[src/hdl/cbrt_pkg.sv]
// ----------------------------------------------------------------------------
// cbrt_pkg
// shared types and constants for the binomial-series cube root core
// ----------------------------------------------------------------------------
package cbrt_pkg;

    localparam int DEFAULT_WORD_WIDTH    = 32;
    localparam int DEFAULT_FRACTION_BITS = 30;

    // fixed field widths
    localparam int TOL_W   = 31;
    localparam int TERMS_W = 6;
    // n = 3k reaches at most 3 * 64, so eight bits hold n and its numerators
    localparam int N_W     = 8;

    localparam logic [TOL_W-1:0]   TOL_RESET       = 31'd1024;
    localparam logic [TERMS_W-1:0] MAX_TERMS_RESET = 6'd20;

    localparam logic [N_W-1:0] N_FIRST = 8'd3;
    localparam logic [N_W-1:0] N_STEP  = 8'd3;
    localparam logic [N_W-1:0] NUM_OFS_FIRST = 8'd2;
    localparam logic [N_W-1:0] NUM_OFS_LATER = 8'd4;

    // configuration register indexes
    typedef enum logic [0:0] {
        REG_TOLERANCE = 1'b0,
        REG_MAX_TERMS = 1'b1
    } cfg_reg_t;

    // top level sequencer
    typedef enum logic [1:0] {
        ST_IDLE,
        ST_CHECK,
        ST_TERM,
        ST_FINISH
    } core_state_t;

    // term unit sequencer
    typedef enum logic [1:0] {
        TU_IDLE,
        TU_MUL,
        TU_SCALE,
        TU_DIV
    } tu_state_t;

    // request from the top level sequencer to the term unit
    typedef struct packed {
        logic           start;
        logic [N_W-1:0] num;
        logic [N_W-1:0] den;
    } term_req_t;

endpackage

[src/hdl/cbrt_term_unit.sv]
// ----------------------------------------------------------------------------
// cbrt_term_unit
// next term magnitude: floor(floor(mag * x / 2^F) * num / den), with a
// bit-serial multiply, one narrow scaling multiply and a restoring divide
// ----------------------------------------------------------------------------
module cbrt_term_unit
    import cbrt_pkg::*;
#(
    parameter int WORD_WIDTH    = DEFAULT_WORD_WIDTH,
    parameter int FRACTION_BITS = DEFAULT_FRACTION_BITS
)
(
    input  logic                  clk,
    input  logic                  rst_n,
    input  term_req_t             req,
    input  logic [WORD_WIDTH-2:0] mag_in,
    input  logic [WORD_WIDTH-1:0] x_mag,
    output logic                  done,
    output logic [WORD_WIDTH-2:0] mag_out
);

    localparam int PROD_W    = 2 * WORD_WIDTH;
    localparam int DIV_W     = WORD_WIDTH - 1 + N_W;
    localparam int CNT_W     = $clog2(DIV_W + 1);
    localparam int SAT_SHIFT = FRACTION_BITS + WORD_WIDTH - 1;

    tu_state_t              state_reg, state_next;
    logic [CNT_W-1:0]       cnt_reg, cnt_next;
    logic [WORD_WIDTH-2:0]  mcand_reg, mcand_next;
    logic [WORD_WIDTH-1:0]  mplier_reg, mplier_next;
    logic [WORD_WIDTH-1:0]  hi_reg, hi_next;
    logic [WORD_WIDTH-1:0]  lo_reg, lo_next;
    logic [N_W-1:0]         num_reg, num_next;
    logic [N_W-1:0]         den_reg, den_next;
    logic [DIV_W-1:0]       quo_reg, quo_next;
    logic [N_W-1:0]         rem_reg, rem_next;
    logic                   done_reg, done_next;

    logic [WORD_WIDTH:0]    acc_sum;
    logic [PROD_W-1:0]      product;
    logic [PROD_W-1:0]      prod_shifted;
    logic                   prod_ovf;
    logic [WORD_WIDTH-2:0]  t1;
    logic [N_W:0]           trial;
    logic                   trial_ge;

    // shared datapath
    always_comb
    begin
        acc_sum      = {1'b0, hi_reg}
                     + (mplier_reg[0] ? {2'b00, mcand_reg} : '0);
        product      = {hi_reg, lo_reg};
        prod_shifted = product >> FRACTION_BITS;
        prod_ovf     = |(product >> SAT_SHIFT);
        t1           = prod_ovf ? '1 : prod_shifted[WORD_WIDTH-2:0];
        trial        = {rem_reg, quo_reg[DIV_W-1]};
        trial_ge     = (trial >= {1'b0, den_reg});
    end

    always_ff @(posedge clk or negedge rst_n)
    begin
        if (!rst_n)
        begin
            state_reg <= TU_IDLE;
            done_reg  <= 1'b0;
        end
        else
        begin
            state_reg <= state_next;
            done_reg  <= done_next;
        end
    end

    always_ff @(posedge clk)
    begin
        cnt_reg    <= cnt_next;
        mcand_reg  <= mcand_next;
        mplier_reg <= mplier_next;
        hi_reg     <= hi_next;
        lo_reg     <= lo_next;
        num_reg    <= num_next;
        den_reg    <= den_next;
        quo_reg    <= quo_next;
        rem_reg    <= rem_next;
    end

    always_comb
    begin
        state_next  = state_reg;
        cnt_next    = cnt_reg;
        mcand_next  = mcand_reg;
        mplier_next = mplier_reg;
        hi_next     = hi_reg;
        lo_next     = lo_reg;
        num_next    = num_reg;
        den_next    = den_reg;
        quo_next    = quo_reg;
        rem_next    = rem_reg;
        done_next   = 1'b0;

        unique case (state_reg)
            TU_IDLE:
            begin
                if (req.start)
                begin
                    mcand_next  = mag_in;
                    mplier_next = x_mag;
                    hi_next     = '0;
                    lo_next     = '0;
                    num_next    = req.num;
                    den_next    = req.den;
                    cnt_next    = CNT_W'(WORD_WIDTH - 1);
                    state_next  = TU_MUL;
                end
            end
            TU_MUL:
            begin
                // lsb-first shift-add, product builds in {hi, lo}
                hi_next     = acc_sum[WORD_WIDTH:1];
                lo_next     = {acc_sum[0], lo_reg[WORD_WIDTH-1:1]};
                mplier_next = mplier_reg >> 1;
                cnt_next    = cnt_reg - 1'b1;
                if (cnt_reg == '0)
                begin
                    state_next = TU_SCALE;
                end
            end
            TU_SCALE:
            begin
                quo_next   = DIV_W'(t1) * DIV_W'(num_reg);
                rem_next   = '0;
                cnt_next   = CNT_W'(DIV_W - 1);
                state_next = TU_DIV;
            end
            TU_DIV:
            begin
                rem_next = trial_ge ? N_W'(trial - {1'b0, den_reg}) : trial[N_W-1:0];
                quo_next = {quo_reg[DIV_W-2:0], trial_ge};
                cnt_next = cnt_reg - 1'b1;
                if (cnt_reg == '0)
                begin
                    done_next  = 1'b1;
                    state_next = TU_IDLE;
                end
            end
            default:
            begin
                state_next = TU_IDLE;
            end
        endcase
    end

    assign done    = done_reg;
    // num < den keeps the quotient inside the magnitude range
    assign mag_out = quo_reg[WORD_WIDTH-2:0];

endmodule

[src/hdl/cube_root_binomial_series_core.sv]
// ----------------------------------------------------------------------------
// cube_root_binomial_series_core
// evaluates (1 - x)^(1/3) by its binomial series in signed fixed point
// ----------------------------------------------------------------------------
// throughput: one beat at a time; the bit-serial multiply and the restoring
//   divide inside the term unit set the cost of each term
// input is taken only while the sequencer is idle; the output register lets a
//   new beat in while the last result waits
// reset: async active low, clears control and restores tolerance = 1024 and
//   max_terms = 20
// ----------------------------------------------------------------------------
module cube_root_binomial_series_core
    import cbrt_pkg::*;
#(
    parameter int WORD_WIDTH    = DEFAULT_WORD_WIDTH,
    parameter int FRACTION_BITS = DEFAULT_FRACTION_BITS
)
(
    input  logic                         clk,
    input  logic                         rst_n,

    // configuration write port
    input  logic                         cfg_write,
    input  logic [0:0]                   cfg_index,
    input  logic [TOL_W-1:0]             cfg_data,

    // input beat
    input  logic                         in_valid,
    output logic                         in_stall,
    input  logic signed [WORD_WIDTH-1:0] x_value,

    // result beat
    output logic                         out_valid,
    input  logic                         out_stall,
    output logic signed [WORD_WIDTH-1:0] root_sum,
    output logic [TERMS_W-1:0]           term_count,
    output logic                         limit_hit,
    output logic                         precision_hit
);

    localparam int MAG_W = WORD_WIDTH - 1;
    localparam int CMP_W = (MAG_W > TOL_W) ? MAG_W : TOL_W;

    // 1.0, or the largest magnitude when 1.0 does not fit
    localparam logic [MAG_W-1:0] ONE_MAG = (FRACTION_BITS >= MAG_W) ? {MAG_W{1'b1}}
                                         : ({{(MAG_W-1){1'b0}}, 1'b1} << FRACTION_BITS);

    // ------------------------------------------------------------------
    // configuration registers
    // ------------------------------------------------------------------
    logic [TOL_W-1:0]   tol_reg;
    logic [TERMS_W-1:0] max_terms_reg;

    always_ff @(posedge clk or negedge rst_n)
    begin
        if (!rst_n)
        begin
            tol_reg       <= TOL_RESET;
            max_terms_reg <= MAX_TERMS_RESET;
        end
        else if (cfg_write)
        begin
            unique case (cfg_reg_t'(cfg_index))
                REG_TOLERANCE: tol_reg       <= cfg_data;
                REG_MAX_TERMS: max_terms_reg <= cfg_data[TERMS_W-1:0];
                default:       tol_reg       <= tol_reg;
            endcase
        end
    end

    // ------------------------------------------------------------------
    // sequencer and sum state
    // ------------------------------------------------------------------
    core_state_t               state_reg, state_next;
    logic [WORD_WIDTH-1:0]     xmag_reg, xmag_next;
    logic                      xneg_reg, xneg_next;
    logic [MAG_W-1:0]          dmag_reg, dmag_next;
    logic                      dneg_reg, dneg_next;
    logic signed [WORD_WIDTH-1:0] sum_reg, sum_next;
    logic [TERMS_W-1:0]        count_reg, count_next;
    logic [N_W-1:0]            n_reg, n_next;

    // output register
    logic                      out_valid_reg, out_valid_next;
    logic signed [WORD_WIDTH-1:0] root_sum_reg, root_sum_next;
    logic [TERMS_W-1:0]        term_count_reg, term_count_next;
    logic                      limit_hit_reg, limit_hit_next;
    logic                      precision_hit_reg, precision_hit_next;

    term_req_t                 tu_req;
    logic                      tu_done;
    logic [MAG_W-1:0]          tu_mag;

    logic                      in_beat;
    logic                      out_free;
    logic                      new_neg;
    logic signed [WORD_WIDTH:0] sum_wide;
    logic signed [WORD_WIDTH-1:0] sum_sat;
    logic                      new_below_tol;
    logic                      cur_below_tol;

    assign in_beat  = in_valid && (state_reg == ST_IDLE);
    assign out_free = !out_valid_reg || !out_stall;

    // sign and saturating sum update for the term coming out of the unit
    always_comb
    begin
        new_neg = (tu_mag != '0) && (dneg_reg != xneg_reg);
        if (new_neg)
        begin
            sum_wide = {sum_reg[WORD_WIDTH-1], sum_reg} + {2'b00, tu_mag};
        end
        else
        begin
            sum_wide = {sum_reg[WORD_WIDTH-1], sum_reg} - {2'b00, tu_mag};
        end
        // overflow when the two top bits disagree, clamp by the true sign
        if (sum_wide[WORD_WIDTH] != sum_wide[WORD_WIDTH-1])
        begin
            sum_sat = sum_wide[WORD_WIDTH] ? {1'b1, {MAG_W{1'b0}}} : {1'b0, {MAG_W{1'b1}}};
        end
        else
        begin
            sum_sat = sum_wide[WORD_WIDTH-1:0];
        end
        new_below_tol = CMP_W'(tu_mag) < CMP_W'(tol_reg);
        cur_below_tol = CMP_W'(dmag_reg) < CMP_W'(tol_reg);
    end

    always_ff @(posedge clk or negedge rst_n)
    begin
        if (!rst_n)
        begin
            state_reg     <= ST_IDLE;
            out_valid_reg <= 1'b0;
        end
        else
        begin
            state_reg     <= state_next;
            out_valid_reg <= out_valid_next;
        end
    end

    always_ff @(posedge clk)
    begin
        xmag_reg          <= xmag_next;
        xneg_reg          <= xneg_next;
        dmag_reg          <= dmag_next;
        dneg_reg          <= dneg_next;
        sum_reg           <= sum_next;
        count_reg         <= count_next;
        n_reg             <= n_next;
        root_sum_reg      <= root_sum_next;
        term_count_reg    <= term_count_next;
        limit_hit_reg     <= limit_hit_next;
        precision_hit_reg <= precision_hit_next;
    end

    always_comb
    begin
        state_next         = state_reg;
        xmag_next          = xmag_reg;
        xneg_next          = xneg_reg;
        dmag_next          = dmag_reg;
        dneg_next          = dneg_reg;
        sum_next           = sum_reg;
        count_next         = count_reg;
        n_next             = n_reg;
        root_sum_next      = root_sum_reg;
        term_count_next    = term_count_reg;
        limit_hit_next     = limit_hit_reg;
        precision_hit_next = precision_hit_reg;
        out_valid_next     = out_valid_reg && out_stall;
        tu_req             = '0;

        unique case (state_reg)
            ST_IDLE:
            begin
                if (in_beat)
                begin
                    // magnitude of x; the most negative word gives 2^(W-1)
                    xneg_next  = x_value[WORD_WIDTH-1];
                    xmag_next  = x_value[WORD_WIDTH-1] ? (~x_value + 1'b1) : x_value;
                    dmag_next  = ONE_MAG;
                    dneg_next  = 1'b0;
                    sum_next   = {1'b0, ONE_MAG};
                    count_next = '0;
                    n_next     = N_FIRST;
                    state_next = ST_CHECK;
                end
            end
            ST_CHECK:
            begin
                if (count_reg == max_terms_reg)
                begin
                    state_next = ST_FINISH;
                end
                else
                begin
                    // first step scales by (n-2)/n, later ones by (n-4)/n
                    tu_req.start = 1'b1;
                    tu_req.num   = (n_reg == N_FIRST) ? (n_reg - NUM_OFS_FIRST)
                                                      : (n_reg - NUM_OFS_LATER);
                    tu_req.den   = n_reg;
                    state_next   = ST_TERM;
                end
            end
            ST_TERM:
            begin
                if (tu_done)
                begin
                    dmag_next  = tu_mag;
                    dneg_next  = new_neg;
                    sum_next   = sum_sat;
                    count_next = count_reg + 1'b1;
                    n_next     = n_reg + N_STEP;
                    state_next = new_below_tol ? ST_FINISH : ST_CHECK;
                end
            end
            ST_FINISH:
            begin
                if (out_free)
                begin
                    root_sum_next      = sum_reg;
                    term_count_next    = count_reg;
                    limit_hit_next     = (count_reg == max_terms_reg);
                    precision_hit_next = cur_below_tol;
                    out_valid_next     = 1'b1;
                    state_next         = ST_IDLE;
                end
            end
            default:
            begin
                state_next = ST_IDLE;
            end
        endcase
    end

    // ------------------------------------------------------------------
    // term unit: shared multiply / scale / divide engine
    // ------------------------------------------------------------------
    cbrt_term_unit #(
        .WORD_WIDTH    (WORD_WIDTH),
        .FRACTION_BITS (FRACTION_BITS)
    ) u_term (
        .clk     (clk),
        .rst_n   (rst_n),
        .req     (tu_req),
        .mag_in  (dmag_reg),
        .x_mag   (xmag_reg),
        .done    (tu_done),
        .mag_out (tu_mag)
    );

    // ------------------------------------------------------------------
    // ports
    // ------------------------------------------------------------------
    assign in_stall      = (state_reg != ST_IDLE);
    assign out_valid     = out_valid_reg;
    assign root_sum      = root_sum_reg;
    assign term_count    = term_count_reg;
    assign limit_hit     = limit_hit_reg;
    assign precision_hit = precision_hit_reg;

`ifndef SYNTHESIS
    // the term unit only answers while the sequencer is in the term wait state
    a_done_in_term: assert property (@(posedge clk) disable iff (!rst_n)
        tu_done |-> (state_reg == ST_TERM))
        else $error("term unit done outside term wait");

    // a new result beat is only loaded from the finish state
    a_out_from_finish: assert property (@(posedge clk) disable iff (!rst_n)
        $rose(out_valid_reg) |-> $past(state_reg == ST_FINISH))
        else $error("result beat loaded outside finish");

    // a request is never issued while the unit is still busy
    a_req_when_free: assert property (@(posedge clk) disable iff (!rst_n)
        tu_req.start |-> (state_reg == ST_CHECK) && !tu_done)
        else $error("term request while unit busy");
`endif

endmodule
[config.mk]
export PLATFORM = sky130hd
export DESIGN_NAME = cube_root_binomial_series_core
export DESIGN_NICKNAME = d
export VERILOG_FILES = /design/src/hdl/cbrt_pkg.sv /design/src/hdl/cbrt_term_unit.sv /design/src/hdl/cube_root_binomial_series_core.sv
export SDC_FILE = /design/constraint.sdc
export NUM_CORES = 1
export LEC_CHECK = 0
export ABC_AREA = 0
export ABC_CLOCK_PERIOD_IN_PS = 9300
export BUFFER_PORTS_ARGS = -buffer_cell sky130_fd_sc_hd__buf_2
export CAP_MARGIN = 40
export CORE_MARGIN = 2
export CORE_UTILIZATION = 35
export DETAILED_ROUTE_END_ITERATION = 7
export PLACE_DENSITY = 0.57
export SETUP_SLACK_MARGIN = 0.1
export SYNTH_ARGS = -nofsm -noshare
export SYNTH_HDL_FRONTEND = slang
export SYNTH_SLANG_ARGS = --single-unit
[constraint.sdc]
create_clock -name clk -period 9.3 [get_ports clk]
set_input_delay 1.86 -clock clk [delete_from_list [all_inputs] [get_ports clk]]
set_output_delay 1.86 -clock clk [all_outputs]
set_load 0.05 [all_outputs]
==> metrics, run 1 <==
Nets approximately 3.2k; core footprint 79000 µm²; clk_skew approximately 0.032 ns; Buffers on Ports 110; Tmin final 7.371 ns; Synth cell types 71; filler-free cell count of the finished design approximately 3.9k; syn_area_per_cell 10.31 µm²; Synth area leaders edfxtp_1 (34%), fa_1 (13%), ha_1 (9.3%), nor2b_1 (4.9%), o21ai_0 (3.8%); Critical Path RT 9.55 ns; initial antenna violation count 4; die height roughly 290 µm; gpl congestion 0.8349; CTS buffer count 38; die width 286.4 µm; share of the synthesized area in the top cell type between 30 and 40%; I/O Pins 111; number of enable-type register cells in the synthesized netlist roughly 320; Pins Over Slew Limit 0; gr usage total 16.75%; DRT iter0 DRCs 1361; post-route ant nets 0; die area 82020 µm²; Mapped Area 27910 µm²; area added between synthesis and finish 10.75%; async set-reset flop share out of synthesis 11.98%; First-pass DRT Iterations 5; worst slew pin tran 1.042 ns; sequential fraction of the synthesis area 37.87%; Synth area leader edfxtp_1; CP max FO 36; first-pass GRT wire length around 110000 µm; Hold/Removal Path Class register to register; DP HPWL 50530 µm; share of cells above drive strength 1 9.993%; period utilization 79.26%; ANT cells 0; Setup TNS 0 ns; TritonCTS clock tree yes; commonest non-fill, non-tap cell in the layout edfxtp_1; Clock transition at path regs 0.07 ns; fmax 0.1357 GHz; worst setup path category register to register; Post-Synthesis Cells roughly 2.7k; Ys Warns 0; #FFs+latches synth between 300 and 400; most frequent cells in the layout edfxtp_1 (316), inv_1 (264), nor2b_1 (218); root buf cell clkbuf_16; DRC viols 0; wire per inst 17.68 µm; Final Hold Vio Count 0; Post-Route WL roughly 70000 µm; Final setup viols 0; crit path DAT 7.62 ns; post-cts resize count 0; RSZ-0062 raised after global routing no; post-CTS setup buffers 0; Max-cap violations 0; final instance area about 30000 µm²; Startpoint Class register; Clock Path Buffers 3; pin count of the biggest net entering global routing 87; DP Area between 20000 and 30000 µm²; vias in the first global route 19.20k; Clock Latency Late Sink about 0.55 ns; # clock sinks 359; via count slightly below 20k; status finished clean; GR Overflow Total 0; total number of H-tree levels 2; CP Capture Type register; relative slew slack 30.54%; Core Rows between 100 and 150; Initial Utilization 35.33%; max reg flops 39; Post-CTS Hold Buffers 0; DR vias/cell approximately 5; Syn Nets 3160; Placed Cells 3783; most frequently used flop master after synthesis edfxtp_1
## through the flow
step | setup WS [ns] | utilization, % | hold slack [ns]
2_1_floorplan | 3.266 | - | 0.4168
3_3_place_gp | 2.054 | 37.40 | 0.4429
4_1_cts | 1.915 | 39.12 | 0.4610
5_1_grt | 1.566 | 39.13 | 0.4725
3_5_place_dp | 1.905 | 37.53 | 0.4427
6_report | 1.929 | 39.13 | 0.4587
## layout make-up
class / count / area (µm²)
clock buffer: 55 / 1132
multi-input combinational: 1972 / 15950
clock inverter: 13 / 130.1
inverter: 264 / 991.0
sequential: 359 / 10570
tap: 1050 / 1314
timing repair buffer: 139 / 830.8
fill: 7749 / 48090
## synth_stat cells, types with 22 or more instances
cell / instances
nor2b_1: 220
fa_1: 177
nor3_1: 22
edfxtp_1: 316
o31ai_1: 28
xor2_1: 52
nand4_1: 25
and2_1: 102
ha_1: 208
nand3_1: 26
xnor2_1: 118
a21oi_1: 122
dfrtp_1: 40
o21ai_0: 211
inv_1: 264
clkbuf_1: 99
mux2_2: 42
nand2_1: 178
nor2_1: 133
a21o_1: 66
## critical path, cell delays in order (launching register included)
cell	delay (ns)
edfxtp_1	0.43
or3_2	0.80
buf_4	0.33
nor2_1	0.55
nor2b_1	0.16
fa_1	0.58
fa_1	0.44
fa_1	0.54
inv_1	0.07
fa_1	0.54
inv_1	0.05
ha_1	0.38
nand3_1	0.12
a211oi_1	0.33
o21bai_1	0.19
a31oi_1	0.38
a41oi_1	0.41
o311ai_0	0.51
xnor2_1	0.16
o21ai_0	0.08
## kinds of logic after synthesis
logic type	after synthesis	share of synthesized area (%)
buffers and inverters	375	5.151
xor gates and xnor gates	171	5.393
muxes	55	2.205
adders and majority gates	385	22.02
DFF	359	37.87
and+or+nand+nor	811	15.42
AOI/OAI and AO/OA	550	11.95
## per-layer routing
metal / vias up / part of all wire [%] / global-route usage, % / routed length, µm
met3: 56 / 3.6 / 1.391 / 2485
met4: 0 / 1.9 / 3.887 / 1287
li1: 9434 / - / - / -
met1: 9495 / 50 / 25.37 / 33930
met2: 368 / 45 / 25.91 / 30390
met5: - / 0 / 0 / 0
## worst paths after layout
check	startpoint	end	slack, ns	cells past startpoint
min	dmag_reg[0]$_SDFFCE_PN0P_	u_term.mcand_reg[0]$_DFFE_PP_	0.46	0
max in group asynchronous	rst_n	tol_reg[10]$_DFFE_PN1P_	7.42	2
max	u_term.hi_reg[31]$_SDFFCE_PN0P_	u_term.quo_reg[33]$_DFFE_PP_	1.93	19
min reg2reg	dmag_reg[0]$_SDFFCE_PN0P_	u_term.mcand_reg[0]$_DFFE_PP_	0.46	0
min in group asynchronous	rst_n	u_term.state_reg[0]$_DFFE_PN0P_	1.28	1
max reg2reg	u_term.hi_reg[31]$_SDFFCE_PN0P_	u_term.quo_reg[33]$_DFFE_PP_	1.93	19
Power of run 1 is left out: the tool's default activity adds up to more than one toggle a clock period on the data nets, which glitch-free logic cannot reach.
==> run 2: changes to the inputs <==
--- a/config.mk
+++ b/config.mk
@@ -6,7 +6,7 @@
 export NUM_CORES = 1
 export LEC_CHECK = 0
 export ABC_AREA = 0
-export ABC_CLOCK_PERIOD_IN_PS = 9300
+export ABC_CLOCK_PERIOD_IN_PS = 7300
 export BUFFER_PORTS_ARGS = -buffer_cell sky130_fd_sc_hd__buf_2
 export CAP_MARGIN = 40
 export CORE_MARGIN = 2
==> constraint.sdc (replaced) <==
create_clock -name clk -period 7.3 [get_ports clk]
set_input_delay 1.46 -clock clk [delete_from_list [all_inputs] [get_ports clk]]
set_output_delay 1.46 -clock clk [all_outputs]
set_load 0.05 [all_outputs]
==> metrics, run 2 (same netlist as run 1, synthesis figures left out) <==
most frequent cells in the layout edfxtp_1 (316), inv_1 (264), nor2b_1 (218); core footprint 79000 µm² (unchanged); Pins Over Slew Limit 0 (unchanged); Core Rows 103 (unchanged); post-route ant nets 0 (unchanged); gpl congestion 0.8813 (+5.6%); post-CTS setup buffers 0 (unchanged); # clock sinks 359 (unchanged); relative slew slack 33.07% (+2.5 points); Worst R2R End u_term.quo_reg[38]$_DFFE_PP_; worst setup path category register to register; reg2reg start u_term.hi_reg[31]$_SDFFCE_PN0P_; area of the multi-input gates 15950 µm² (unchanged); worst slew pin tran 1.004 ns (-0.03793 ns); die area 82020 µm² (unchanged); sequential cell area 10570 µm² (unchanged); area added between synthesis and finish 11.21%; post-cts resize count 0 (unchanged); DRT iter0 DRCs 1401 (+2.9%); final core occ 39.29% (+0.16 points); pin count of the biggest net entering global routing 87 (unchanged); hold depth 0 (unchanged); Critical Path RT 7.55 ns (-2.00 ns); root buf cell clkbuf_16; ANT cells 0 (unchanged); Buffers on Ports 110 (unchanged); crit path launch u_term.hi_reg[31]$_SDFFCE_PN0P_; I/O Pins 111 (unchanged); wire per inst 17.84 µm (+0.91%); r2r setup slk 0.45 ns (-1.48 ns); DP HPWL 52190 µm (+3.3%); Initial Utilization 35.33% (unchanged); GR Overflow Total 0 (unchanged); CP Capture Type register; Final Hold Vio Count 0 (unchanged); Nets 3251 (+0.71%); fmax 0.1460 GHz (+7.6%); Post-CTS Hold Buffers 0 (unchanged); Post-Route WL 69140 µm (+1.5%); die height 286.4 µm (unchanged); Clock Latency Late Sink 0.56 ns (about the same); Tmin final 6.850 ns (-0.5214 ns); Hold/Removal Path Class register to register; max incr delay on CP 0.61 ns (-0.19 ns); clk_skew 0.02634 ns (-0.005380 ns); Worst Hold End u_term.mcand_reg[0]$_DFFE_PP_; initial antenna violation count 0 (-4); First-pass DRT Iterations 5 (unchanged); slowest CP cell or3_2; Max-cap violations 0 (unchanged); Startpoint Class register; via count 19.56k (+1.0%); RSZ-0062 raised after global routing no; die width 286.4 µm (unchanged); critical path, cell by cell or3_2, buf_12, nor2_1, nor2b_1, fa_1, fa_1, fa_1, inv_1, fa_1, inv_1, ha_1, and3_1, nand2_1, or4_1, a31oi_1, nor2_1, o21ai_0, a41oi_1, xnor2_1, o21ai_0; crit path DAT 7.10 ns (-0.52 ns); first-pass GRT wire length 109900 µm (+0.38%); TritonCTS clock tree yes; Clock transition at path regs 0.06 ns (about the same); Clock Path Buffers 3 (unchanged); CP max FO 35 (-2.8%); period utilization 93.83% (+15 points); DRC viols 0 (unchanged); DR vias/cell 5.045 (+0.42%); CTS buffer count 38 (unchanged); Setup TNS 0 ns (unchanged); commonest non-fill, non-tap cell in the layout edfxtp_1; Final setup viols 0 (unchanged); Top delay family on crit path adder cells; gr usage total 16.83% (+0.082 points); max reg flops 39 (unchanged); CP Buf/Inv Count 3 (unchanged); vias in the first global route 19.09k (-0.56%); total number of H-tree levels 2 (unchanged); status finished clean; share of cells above drive strength 1 10.54% (+0.55 points); Reg2Reg Depth 20 (+1); hold path start dmag_reg[0]$_SDFFCE_PN0P_; most frequent CP cell fa_1; fillers 7747 (-0.026%)
[run 2: final cells by class]
class | count | share of cell area [%]
sequential | 359 | 34.05
tap | 1050 | 4.233
multi-input combinational | 1972 | 51.37
clock inverter | 20 | 0.6853
timing repair buffer | 162 | 3.241
inverter | 264 | 3.193
clock buffer | 49 | 3.229
[run 2: worst max path at each step]
stage	end	slack, ns	cells after the start
floorplan	u_term.quo_reg[33]$_DFFE_PP_	1.27	22
global placement	u_term.quo_reg[36]$_DFFE_PP_	0.62	20
finish	u_term.quo_reg[38]$_DFFE_PP_	0.45	20
CTS	u_term.quo_reg[38]$_DFFE_PP_	0.44	20
detailed placement	u_term.quo_reg[38]$_DFFE_PP_	0.49	20
global route	u_term.quo_reg[32]$_DFFE_PP_	0.12	20
[run 2: per-stage QoR]
step | hold slack [ns] | cell area, µm² | worst slack [ns] | cells
5_1_grt | 0.4752 | 31040 | 0.1225 | 3876
3_3_place_gp | 0.4372 | 29750 | 0.6232 | 3804
3_5_place_dp | 0.4407 | 29820 | 0.4928 | 3807
2_1_floorplan | 0.4168 | 27910 | 1.266 | 2706
4_1_cts | 0.4517 | 31040 | 0.4369 | 3876
6_report | 0.4510 | 31040 | 0.4503 | 3876
[run 2: layer usage]
metal	vias to the layer above	share of wire, %	GRT usage, %
met5	-	0	0
met4	0	1.2	2.945
met1	9614	50	25.48
li1	9494	-	-
met3	55	3.9	1.359
met2	393	45	26.54
Power of run 2 is left out for the same reason.
